===== config.mk =====
export PLATFORM = sky130hd
export DESIGN_NAME = lbax_div_cell
export DESIGN_NICKNAME = d
export VERILOG_FILES = /design/src/sv/lbax_pkg.sv /design/src/sv/lbax_div_cell.sv
export SDC_FILE = /design/constraint.sdc
export NUM_CORES = 1
export LEC_CHECK = 0
export ABC_AREA = 0
export BUFFER_PORTS_ARGS = -buffer_cell sky130_fd_sc_hd__buf_2
export CORE_AREA = 2 2 269 271
export CTS_CLUSTER_DIAMETER = 80
export DETAILED_ROUTE_END_ITERATION = 12
export DIE_AREA = 0 0 271 273
export PLACE_DENSITY = 0.43
export RECOVER_POWER = 50
export SLEW_MARGIN = 15
export SYNTH_ARGS = -nofsm -noshare
export SYNTH_HDL_FRONTEND = slang
export SYNTH_SLANG_ARGS = --single-unit

===== constraint.sdc =====
create_clock -name clk -period 7.1 [get_ports clk]
set_input_delay 0.355 -clock clk [delete_from_list [all_inputs] [get_ports clk]]
set_output_delay 0.355 -clock clk [all_outputs]
set_load 0.01 [all_outputs]

===== src/sv/lbax_pkg.sv =====
`timescale 1ns / 1ps
// shared constants for the light bar axis extraction block
// no dependencies
package lbax_pkg;

  localparam int DIR_SCALE_DEF  = 10;
  localparam int COORD_BITS_DEF = 16;
  localparam int LEN_W          = 17;
  localparam int UNIT_W         = 13;
  localparam logic [LEN_W-1:0] LEN_MAX = {LEN_W{1'b1}};

endpackage


===== src/sv/lbax_div_cell.sv =====
`timescale 1ns / 1ps
// one quotient bit of both direction divides (when J < QB) and one bit of the length root (when J < LB)
// depends on lbax_pkg
module lbax_div_cell import lbax_pkg::*; #(
  parameter int QB = 23,
  parameter int LW = 33,
  parameter int LB = 17,
  parameter int DW = LW + QB,
  parameter int PW = 99,
  parameter int J  = 0
) (
  input  logic          clk,
  input  logic          rst_n,
  input  logic          en,
  input  logic          v_i,
  input  logic [PW-1:0] side_i,
  input  logic [LW-1:0] d2_i,
  input  logic [DW-1:0] rx_i, ry_i,
  input  logic [QB-1:0] qx_i, qy_i,
  input  logic [LW-1:0] lr_i,
  input  logic [LB-1:0] lres_i,
  output logic          v_o,
  output logic [PW-1:0] side_o,
  output logic [LW-1:0] d2_o,
  output logic [DW-1:0] rx_o, ry_o,
  output logic [QB-1:0] qx_o, qy_o,
  output logic [LW-1:0] lr_o,
  output logic [LB-1:0] lres_o
);

  localparam bit DACT = (J < QB);
  localparam bit SACT = (J < LB);

  logic [DW-1:0]   dtr;
  logic [LW+1:0]   str;
  logic [DW-1:0]   rx_nxt, ry_nxt;
  logic [QB-1:0]   qx_nxt, qy_nxt;
  logic [LW-1:0]   lr_nxt;
  logic [LB-1:0]   lres_nxt;

  always_comb begin
    dtr = DW'(d2_i) << J;
    // (res + 2^j)^2 - res^2 with res holding only the bits above j
    str = ((LW+2)'(lres_i) << (J + 1)) + ((LW+2)'(1) << (2 * J));
    rx_nxt = rx_i;
    ry_nxt = ry_i;
    qx_nxt = qx_i;
    qy_nxt = qy_i;
    lr_nxt = lr_i;
    lres_nxt = lres_i;
    if (DACT && rx_i >= dtr) begin
      rx_nxt = rx_i - dtr;
      qx_nxt = qx_i | (QB'(1) << J);
    end
    if (DACT && ry_i >= dtr) begin
      ry_nxt = ry_i - dtr;
      qy_nxt = qy_i | (QB'(1) << J);
    end
    if (SACT && {2'b00, lr_i} >= str) begin
      lr_nxt = LW'({2'b00, lr_i} - str);
      lres_nxt = lres_i | (LB'(1) << J);
    end
  end

  always_ff @(posedge clk) begin
    if (!rst_n) begin
      v_o <= 1'b0;
    end else if (en) begin
      v_o <= v_i;
    end
  end

  always_ff @(posedge clk) begin
    if (en) begin
      side_o <= side_i;
      d2_o   <= d2_i;
      rx_o   <= rx_nxt;
      ry_o   <= ry_nxt;
      qx_o   <= qx_nxt;
      qy_o   <= qy_nxt;
      lr_o   <= lr_nxt;
      lres_o <= lres_nxt;
    end
  end

endmodule


======== Word level (Yosys, flattened, before mapping) ========
Index checks and enable logic that the tools add are counted.
operators by class
  add/subtract/negate cells ............... 4
  $mul .................................... 0
  div/mod/pow operators ................... 0
  order comparisons ....................... 3
  equality and inequality tests ........... 0
  shift operators ......................... 0
  multiplexer cells ....................... 3
  bitwise operators ....................... 0
  reductions and logical operators ........ 0
operator list
  operator                                                          count
  56-bit by 33-bit greater-or-equal comparator with 1-bit output    2
  56-bit 2-to-1 mux                                                 2
  56-bit by 33-bit subtractor with 56-bit output                    2
  33-bit by 19-bit greater-or-equal comparator with 1-bit output    1
  33-bit 2-to-1 mux                                                 1
  33-bit by 19-bit subtractor with 33-bit output                    1
  18-bit by 1-bit adder with 19-bit output (second input constant)  1
storage, ports and cells
  register bits after elaboration ......... 341
  latch bits .............................. 0
  RAM bits ................................ 0
  ROM bits ................................ 0
  output and inout port bits .............. 341
  word-level logic and storage cells ...... 22
  memories kept ........................... 0

======== Logic depth before layout (Yosys ltp) ========
  word-level depth ........................ 3
  mapped depth ............................ 13
  mapped depth without buffers ............ 11

======== Worst setup path before layout ========
Ideal clock, no wire load.
  path kind ............................... input port to flip-flop
  start ................................... in ry_i[0]
  end ..................................... reg ry_o[34], data pin
  setup time .............................. 271 ps
  data arrival time ....................... 2874 ps
  data required time ...................... 6829 ps
  path slack .............................. 3955 ps
  stages on the path ...................... 12
  path buffers ............................ 1
  path through ............................ inv_1 ha_1 fa_1 nand2b_1 a21oi_1 o211ai_1 a2111oi_4 nor4_4 or2_1 buf_6 nor4_1 xor2_1
on the way
  longest elaborated chain between the ends .. 2
ends and longest elaborated chain
  element                                                                                                                                  RTL line                                  text
  start, declared                                                                                                                          lbax_div_cell.sv:18                       input logic [DW-1:0] rx_i, ry_i,
  56-bit by 33-bit subtractor with 56-bit output / 56-bit by 33-bit greater-or-equal comparator with 1-bit output (equally long branches)  lbax_div_cell.sv:56, lbax_div_cell.sv:55
  56-bit 2-to-1 mux *                                                                                                                      lbax_div_cell.sv:55                       if (DACT && ry_i >= dtr) begin
  via ry_nxt[34]                                                                                                                           lbax_div_cell.sv:36                       logic [DW-1:0] rx_nxt, ry_nxt;
  end signal, assigned                                                                                                                     lbax_div_cell.sv:78                       ry_o <= ry_nxt;
  end, declared                                                                                                                            lbax_div_cell.sv:25                       output logic [DW-1:0] rx_o, ry_o,
The timed path passes the listed nets; every way through them passes the cells marked *.
A chain may end at the register's enable or synchronous reset.

==> results.yml <==
place:
  gp_routability_congestion: 0.907
  place_ws_ns: 3.01
  dp_hpwl_mm: 61.3
  dp_cells: 3063
  place_area_sq_um: 22100
  port_buffers: 684
layout:
  final_nets: 2779
  fin_area_sq_um: 25300
  seqCellArea_sq_um: 10200
  area_growth_pct: 43.8
  layout_common_cells: "buf_2, edfxtp_1, dlygate4sd3_1, a21oi_1, clkbuf_1"
  utilization_pct: 35.7
  layout-drive-gt1-share_pct: 28.2
  final_common_cell: "buf_2"
  multi_input_area_sq_um: 6870
  final_cells: 3338
  fillCellCount: 7196
detailed_routing:
  drt_first_pass_iters: 5
  dr_total_vias: 15400
  wirelength_mm: 76.7
  antenna_left: 0
  drc: 0
  drt-vias-per-instance: 4.61
  drt_iter0_markers: 773
  wl_per_cell_um: 23.0
yosys:
  synth-edff-count: 340
  ys_seq_area_share_pct: 58.1
  ys_types: 75
  async_flop_share_pct: 0
  syn_nets: 1911
  synth-main-ff-cell: "edfxtp_1"
  synthCells: 1480
  yosys_warnings: 0
  ys_seq_elements: 341
  syn_area_per_cell_sq_um: 11.9
  syn_area_sq_um: 17600
critical_path:
  rrSetupSlack_ns: 5.94
  worstSetupEndpointType: "register"
  startpoint: "en"
  start_kind: "input pin"
  arrival_ns: 5.63
  critPathRequiredTime_ns: 7.57
  critical_path_class: "input pin to register"
  reg2regPathDepth: 3
  r2r_start: "v_o"
  worst_r2r_endpoint: "v_o"
  crit_path_max_fanout: 120
  cp-endpoint: "v_o"
run_status:
  violations: "max-capacitance violations, max-slew violations"
  status: "complete, but fails checks"
clock_network:
  numCtsBuffers: 45
  htree_levels: 2
  insertion_delay_ns: 0.58
  clock_path_buffers: 3
  cts.sinks: 341
  root_buffer: "clkbuf_16"
  path_clk_slew_ns: 0.06
  cts_tree: "built"
  cts_resized: 0
floorplan:
  io_pins: 685
  fp.dieH_um: 273
  die-area_sq_um: 74000
  start_util_pct: 24.8
  num_rows: 98
  core-area_sq_um: 71000
  die_x_um: 271
hold_path:
  hold_class: "input pin to register"
  hp-start: "lr_i[20]"
timing:
  setup_viol: 0
  fin_crit_ns: 5.16
  layout_setup_ws_ns: 1.94
  hold_viol: 0
  hold_ws_ns: 0.0550
  setup_tns_ns: 0
  worst_pin_slew_ns: 5.73
  finalMaxSlewViolations: 101
  slew_headroom_pct: -282
  max_freq_mhz: 194
  fin_crit_sh_pct: 72.7
  skew_ns: 0
  rsz0062_at_grt: "false"
global_route:
  grt_pass1_wl_mm: 108
  grt_use_total_pct: 19.8
  grt_pass1_vias: 15600
  grt_max_degree: 124
  overflow: 0
  antenna_found_initial: 27
pwr:
  power_leakage_nw: 10.3
  p_per_area_nw_per_um2: 243
  peakVddDrop_uv: 179
  finalPower_mw: 6.16
job:
  max-cap-violations: 1
-- state kept, by name, indices dropped and copies added, names as in the netlist --
name,cells
v_o,1
qy_o,23
qx_o,23
rx_o,56
side_o,99
ry_o,56
lres_o,17
d2_o,33
lr_o,33
-- kinds of logic (layout without fill, tap and decap cells) --
family	count (synthesis)	count (layout)	synth area share (%)
AOI/OAI and AO/OA	347	347	12.7
xor gates and xnor gates	129	129	6.41
adders and majority gates	87	87	6.31
buffers and inverters	130	1033	3.05
DFF	341	341	58.1
muxes	9	9	0.561
other	0	5	0
and+or+nand+nor	437	437	12.9
-- synth_stat cells (5+ instances only) --
cell type | number | area, sq um
a211oi_1 | 7 | 52.6
a21o_1 | 41 | 308
a21oi_1 | 138 | 691
and2_1 | 9 | 56.3
and3_1 | 11 | 68.8
buf_2 | 15 | 75.1
clkbuf_1 | 37 | 139
edfxtp_1 | 340 | 10200
ha_1 | 84 | 1050
inv_1 | 72 | 270
mux2_2 | 7 | 78.8
nand2_1 | 94 | 353
nand2b_1 | 14 | 87.6
nand3_1 | 29 | 145
nand3b_1 | 6 | 45.0
nand4_1 | 38 | 238
nand4b_1 | 8 | 70.1
nor2_1 | 123 | 462
nor2b_1 | 12 | 75.1
nor3_1 | 35 | 175
nor4_1 | 15 | 93.8
o211ai_1 | 12 | 90.1
o21a_1 | 12 | 90.1
o21ai_0 | 51 | 255
o21bai_1 | 15 | 113
o31a_1 | 8 | 70.1
o31ai_1 | 8 | 60.1
or2_2 | 5 | 31.3
or3_1 | 9 | 56.3
or4_1 | 6 | 45.0
xnor2_1 | 91 | 797
xor2_1 | 38 | 333
-- how the worst min path moves through the flow --
stage,endpoint,slack (ns),depth (start not counted)
detailed placement,v_o,0.51,2
finish,lr_o[20],0.05,2
floorplan,d2_o[0],0.45,0
CTS,d2_o[31],0.0005,1
global placement,v_o,0.50,2
global route,lr_o[28],0.05,2
-- critical path, stage by stage --
cell,delay [ns]
clkbuf_1,3.89
buf_12,0.40
mux2i_1,0.25
nor2b_1,0.06
dlygate4sd3_1,0.56
-- per-layer routing --
metal	part of all wire [%]	vias up	track usage (%)
li1	-	7302	-
met3	8.5	122	6.52
met2	49	604	34.0
met5	0.22	-	0
met4	3.3	28	6.67
met1	39	7335	23.2
-- layout make-up --
type / count / share of cell area, %
Clock inverter: 30 / 1.56
Antenna cell: 5 / 0.0494
Sequential cell: 341 / 40.4
Inverter: 72 / 1.07
Clock buffer: 52 / 4.55
Timing Repair Buffer: 879 / 20.6
Multi-Input combinational cell: 1009 / 27.1
Tap cell: 950 / 4.69
-- power breakdown --
group / switching [mW] / internal (mW)
combinational: 0.734 / 0.499
sequential: 0.0634 / 2.47
clock: 0.959 / 1.43
-- timing repair --
item	in CTS	in global routing
endpoints found under the hold margin	187	0
buffers inserted	0	0
hold buffers	188	0
Note: power is estimated with default switching activity, not from simulation.
