[config.mk]
export PLATFORM = sky130hd
export DESIGN_NAME = lbax_root_cell
export DESIGN_NICKNAME = d
export VERILOG_FILES = /design/src/sv/lbax_pkg.sv /design/src/sv/lbax_root_cell.sv
export SDC_FILE = /design/constraint.sdc
export NUM_CORES = 1
export LEC_CHECK = 0
export BUFFER_PORTS_ARGS = -buffer_cell sky130_fd_sc_hd__clkbuf_2
export CORE_AREA = 2 2 148 150
export CTS_CLUSTER_SIZE = 30
export DETAILED_ROUTE_END_ITERATION = 8
export DIE_AREA = 0 0 150 152
export GPL_ROUTABILITY_DRIVEN = 0
export PLACE_DENSITY = 0.65
export SYNTH_ARGS = -nofsm -noshare
export SYNTH_HDL_FRONTEND = slang
export SYNTH_SLANG_ARGS = --single-unit
[constraint.sdc]
create_clock -name clk -period 3.4 [get_ports clk]
set_input_delay 0.34 -clock clk [delete_from_list [all_inputs] [get_ports clk]]
set_output_delay 0.34 -clock clk [all_outputs]
set_load 0.02 [all_outputs]
[src/sv/lbax_pkg.sv]
`timescale 1ns / 1ps
// shared constants for the light bar axis extraction block
// no dependencies
package lbax_pkg;

  localparam int DIR_SCALE_DEF  = 10;
  localparam int COORD_BITS_DEF = 16;
  localparam int LEN_W          = 17;
  localparam int UNIT_W         = 13;
  localparam logic [LEN_W-1:0] LEN_MAX = {LEN_W{1'b1}};

endpackage

[src/sv/lbax_root_cell.sv]
`timescale 1ns / 1ps
// one result bit of the square roots of both scaled direction terms
// depends on lbax_pkg
module lbax_root_cell import lbax_pkg::*; #(
  parameter int QB = 23,
  parameter int RB = 12,
  parameter int PW = 116,
  parameter int J  = 0
) (
  input  logic          clk,
  input  logic          rst_n,
  input  logic          en,
  input  logic          v_i,
  input  logic [PW-1:0] side_i,
  input  logic [QB-1:0] rx_i, ry_i,
  input  logic [RB-1:0] ux_i, uy_i,
  output logic          v_o,
  output logic [PW-1:0] side_o,
  output logic [QB-1:0] rx_o, ry_o,
  output logic [RB-1:0] ux_o, uy_o
);

  logic [QB+1:0] trx, try_;
  logic [QB-1:0] rx_nxt, ry_nxt;
  logic [RB-1:0] ux_nxt, uy_nxt;

  always_comb begin
    trx  = ((QB+2)'(ux_i) << (J + 1)) + ((QB+2)'(1) << (2 * J));
    try_ = ((QB+2)'(uy_i) << (J + 1)) + ((QB+2)'(1) << (2 * J));
    rx_nxt = rx_i;
    ry_nxt = ry_i;
    ux_nxt = ux_i;
    uy_nxt = uy_i;
    if ({2'b00, rx_i} >= trx) begin
      rx_nxt = QB'({2'b00, rx_i} - trx);
      ux_nxt = ux_i | (RB'(1) << J);
    end
    if ({2'b00, ry_i} >= try_) begin
      ry_nxt = QB'({2'b00, ry_i} - try_);
      uy_nxt = uy_i | (RB'(1) << J);
    end
  end

  always_ff @(posedge clk) begin
    if (!rst_n) begin
      v_o <= 1'b0;
    end else if (en) begin
      v_o <= v_i;
    end
  end

  always_ff @(posedge clk) begin
    if (en) begin
      side_o <= side_i;
      rx_o   <= rx_nxt;
      ry_o   <= ry_nxt;
      ux_o   <= ux_nxt;
      uy_o   <= uy_nxt;
    end
  end

endmodule

# After elaboration in Yosys (flattened, before gate mapping)
# Cells that the tools add are included.
# op_classes
addsub	4
magnitude_cmp	2
n_mux	2
# ops
cell	count
>= comparator 23 x 14 -> 1 bit	2
2-to-1 mux 23 bit	2
subtractor 23 x 14 -> 23 bit	2
adder 13 x 1 -> 14 bit, second input constant	2
# totals
reg_bits	187
in_bits	190
out_inout_bits	187
wordCells	16

# Depth between registers and ports, before layout
# depth
word_depth	3
mapped_depth	11
depth_no_buf	10

# Worst setup path after synthesis
# No wires, ideal clock.
# synth_path
kind	input port to flip-flop
startpoint	input ux_i[2]
endpoint	register rx_o[10] (data pin)
setup_ns	0.271
t_arrival_ns	2.321
required_ns	3.129
path_slack_ns	0.808
stages	10
n_path_buf	1
path_cell_list	inv_1 > ha_1 > a21oi_1 > o22ai_1 > o211a_1 > or3_1 > or2_2 > clkbuf_1 > nor2_1 > a21oi_1
# synth_between
elab_chain_len	3
word_cells_on_any_way	4
cone_classes	add/sub (2); order compare (1); mux (1)
# synth_lines
element	line	source
start, declared	lbax_root_cell.sv:16	input logic [RB-1:0] ux_i, uy_i,
adder 13 x 1 -> 14 bit *	lbax_root_cell.sv:28	trx = ((QB+2)'(ux_i) << (J + 1)) + ((QB+2)'(1) << (2 * J));
subtractor 23 x 14 -> 23 bit or >= comparator 23 x 14 -> 1 bit (tied branches)	lbax_root_cell.sv:35, lbax_root_cell.sv:34	
2-to-1 mux 23 bit *	lbax_root_cell.sv:34	if ({2'b00, rx_i} >= trx) begin
named net rx_nxt[10]	lbax_root_cell.sv:24	logic [QB-1:0] rx_nxt, ry_nxt;
end signal, assigned	lbax_root_cell.sv:55	rx_o <= rx_nxt;
end, declared	lbax_root_cell.sv:19	output logic [QB-1:0] rx_o, ry_o,
# The timed path passes the listed nets; every way through them passes the cells marked *.
# A chain may end at the register's enable or synchronous reset.

# Final worst setup path
# layout_path
startpoint	input uy_i[0]
endpoint	register ry_o[20] (data pin)
# layout_between
elab_chain_len	3
word_cells_on_any_way	4
cone_classes	add/sub (2); order compare (1); mux (1)
# layout_lines
element	line	source
start, declared	lbax_root_cell.sv:16	
adder 13 x 1 -> 14 bit *	lbax_root_cell.sv:29	try_ = ((QB+2)'(uy_i) << (J + 1)) + ((QB+2)'(1) << (2 * J));
subtractor 23 x 14 -> 23 bit or >= comparator 23 x 14 -> 1 bit (tied branches)	lbax_root_cell.sv:39, lbax_root_cell.sv:38	
2-to-1 mux 23 bit *	lbax_root_cell.sv:38	if ({2'b00, ry_i} >= try_) begin
named net ry_nxt[20]	lbax_root_cell.sv:24	
end signal, assigned	lbax_root_cell.sv:56	ry_o <= ry_nxt;
end, declared	lbax_root_cell.sv:19	
# Marks and branches as above.

==> results.md <==
* Run status: finished, final reports clean
* Mean Syn Cell Area at 15.3 um^2
* Switching pwr at 1640 uW
* Sequential fraction of the synthesis area at 73.7%
* Die area at 22800 um^2
* Die Y-Extent at 152 um
* Max Cap Viol at 0
* Max-slew violation count at 0
* Setup Total Neg Slack at 0 ns
* Final std cells w/o fill at 1185
* HP Start: side_i[109]
* Nets at 1110
* Remaining DRCs at 0
* Bufs and invs on worst path at 2
* Flop pwr share at 49.4%
* Share of cells above drive strength 1 at 46.9%
* CP Class: input pin to register
* Max-slew headroom at 56.0%
* Clk sink count at 187
* HP Class: input pin to register
* Final period util at 73.6%
* EDFF count, synth at 186
* Req. time, crit path at 3.59 ns
* H-tree Lvls at 4
* Cell-internal power at 4110 uW
* CP Data Arrival Time at 2.69 ns
* Root buffer cell: clkbuf_16
* Fin crit period at 2.50 ns
* Tot GR Track Use at 17.9%
* Fin util at 48.9%
* Ys async rst share at 0%
* Max IR drop VDD at 0.311 mV
* Clock skew at 0 ns
* Area Growth Syn to Fin at 37.3%
* Routed WL at 20700 um
* Number of setup buffers added after CTS at 0
* Hold Vio Cnt, Final at 0
* IO Port Bufs at 376
* Vias in the first global route at 5522
* RSZ-0062 raised after global routing: no
* CP cell instances: clkbuf_2 > inv_1 > fa_1 > a211oi_1 > nor2_1 > o21ai_0 > o221ai_1 > nor3_1 > nand3_1 > xnor2_1
* Largest net degree at the start of global routing at 76
* Detailed placement HPWL at 16400 um
* Slowest stage delay, CP at 0.48 ns
* Synth warn at 0
* CTS clock-pin slew for the worst setup and hold paths at 0.08 ns
* Clock group share of total power at 33.7%
* Yosys cell types at 47
* IO Count at 377
* Worst Path Max Fanout at 5
* Num CTS Buffers at 17
* TritonRoute pass-1 iters at 4
* GRT overflow at 0
* Initial drt markers at 418
* CP Capture Type: register
* Buffer depth of the longest clock path at 2
* Clock tree from TritonCTS: built
* CP max-delay cell: o21ai_0
* Via Count at 5517
* Worst Tran Pin Value at 0.660 ns
* Sw frac at 28.5%
* Fmax at 400 MHz
* Area of the core at 21400 um^2
* Top delay family on crit path: compound AO/OA/AOI/OAI gates
* Initial antenna violation count at 0
* Routed Antenna Nets at 0
* Wire per inst at 17.5 um
* Comb power frac at 17.0%
* R2r startpoint: v_o
* Critical Path Source Type: input pin
* Post-Place Cells at 1153
* Post-Syn Instances at 498
* Row count at 54
* First-pass GRT wire length at 31100 um
* Critical path startpoint: uy_i[0]
* Final setup violation count at 0
* # hold bufs at CTS at 0
* PD cells at 550 nW/um^2
* Chip width at 150 um
* Pleak at 0.00463 uW
* Post-Syn Area at 7610 um^2
* # diodes at 0
* Post-synth net total at 716
* Primary FF master, synth: edfxtp_1
* Initial Util at 35.6%
* Quantity of gates resized following cts at 0
* Fillers at 1940
* Fin Hold WS at 0.0753 ns
* DR vias/cell at 4.66
* Synthesized flop and latch total at 187
* Worst-Skew Late Latency at 0.43 ns
## synth_stat cells (2+ instances only)
cell type / number / area [um^2]
nor3_1: 13 / 65.1
nor2b_1: 2 / 12.5
o211ai_1: 2 / 15.0
nand4_1: 4 / 25.0
and2_1: 3 / 18.8
o21bai_1: 3 / 22.5
nor2_1: 28 / 105
a21oi_1: 32 / 160
o22ai_1: 3 / 18.8
and3_1: 2 / 12.5
clkbuf_1: 5 / 18.8
a211oi_1: 6 / 45.0
or3_1: 9 / 56.3
xor2_1: 21 / 184
nand2b_1: 4 / 25.0
o21a_1: 3 / 22.5
mux2_2: 4 / 45.0
edfxtp_1: 186 / 5590
or2_2: 5 / 31.3
o31ai_1: 3 / 22.5
ha_1: 26 / 325
nand3_1: 10 / 50.1
nor4_1: 2 / 12.5
xnor2_1: 16 / 140
o21ai_0: 21 / 105
fa_1: 2 / 40.0
nand2_1: 26 / 97.6
a31oi_1: 2 / 12.5
a21o_1: 6 / 45.0
or4_1: 2 / 15.0
inv_1: 31 / 116
## kinds of logic (layout without fill, tap and decap cells)
| logic type | count (synthesis) | in the layout | synth area share, % |
|---|---|---|---|
| compound gates | 89 | 89 | 7.22 |
| xor+xnor | 37 | 37 | 4.26 |
| fa+ha+maj | 28 | 28 | 4.80 |
| buf+inv | 37 | 444 | 1.84 |
| flops | 187 | 187 | 73.7 |
| mux | 5 | 5 | 0.724 |
| simple gates | 115 | 115 | 7.47 |
## placed cells by master, fill, tap and decap left out, types with 9 or more instances in the layout
cell         n
xnor2_1     16
inv_1       31
ha_1        26
a21oi_1     32
nor3_1      13
clkbuf_16   17
o21ai_0     21
nand2_1     26
edfxtp_1   186
or3_1        9
clkbuf_2   375
nor2_1      28
xor2_1      21
nand3_1     10
## layer usage
| metal | up-vias | track usage [%] | wire, um |
|---|---|---|---|
| li1 | 2665 | - | - |
| met1 | 2583 | 22.4 | 8310 |
| met2 | 235 | 29.9 | 10200 |
| met3 | 34 | 4.08 | 1570 |
| met4 | 0 | 7.77 | 624 |
| met5 | - | 0 | 0 |
## power groups by stage
| stage | Sequential (uW) | Clock [uW] | Combinational (uW) |
|---|---|---|---|
| 2_1_floorplan | 3160 | 0 | 252 |
| 3_3_place_gp | 2880 | 0 | 973 |
| 3_5_place_dp | 2890 | 0 | 980 |
| 4_1_cts | 2840 | 1990 | 984 |
| 5_1_grt | 2860 | 2080 | 1050 |
| 6_report | 2840 | 1930 | 976 |
## state kept, by name, indices dropped and copies added, names as in the netlist
name and count:
side_o 116, v_o 1, ux_o 12, rx_o 23, uy_o 12, ry_o 23
## through the flow
| stage | cell area (um^2) | power [uW] | setup WS [ns] |
|---|---|---|---|
| after floorplan | 7610 | 3410 | 0.808 |
| after global placement | 9870 | 3860 | 0.558 |
| after detailed placement | 9870 | 3870 | 0.484 |
| after CTS | 10400 | 5810 | 0.958 |
| after global routing | 10400 | 5990 | 0.738 |
| final | 10400 | 5750 | 0.897 |
## worst paths after layout
check,to,slack [ns],depth (start not counted)
worst min-delay path,side_o[109],0.08,1
worst min register to register,v_o,0.55,2
worst max register to register,v_o,2.79,2
worst max-delay path,ry_o[20],0.90,10
## area by class of cell
class | count | area (um^2) | share of cell area, %
clock buffers | 18 | 429 | 4.11
clock inverters | 14 | 146 | 1.40
inverters | 31 | 116 | 1.11
multi-input cells | 274 | 1860 | 17.8
flip-flops and latches | 187 | 5610 | 53.7
well taps | 280 | 350 | 3.35
repair buffers | 381 | 1940 | 18.6
Note: power is estimated with default switching activity, not from simulation.
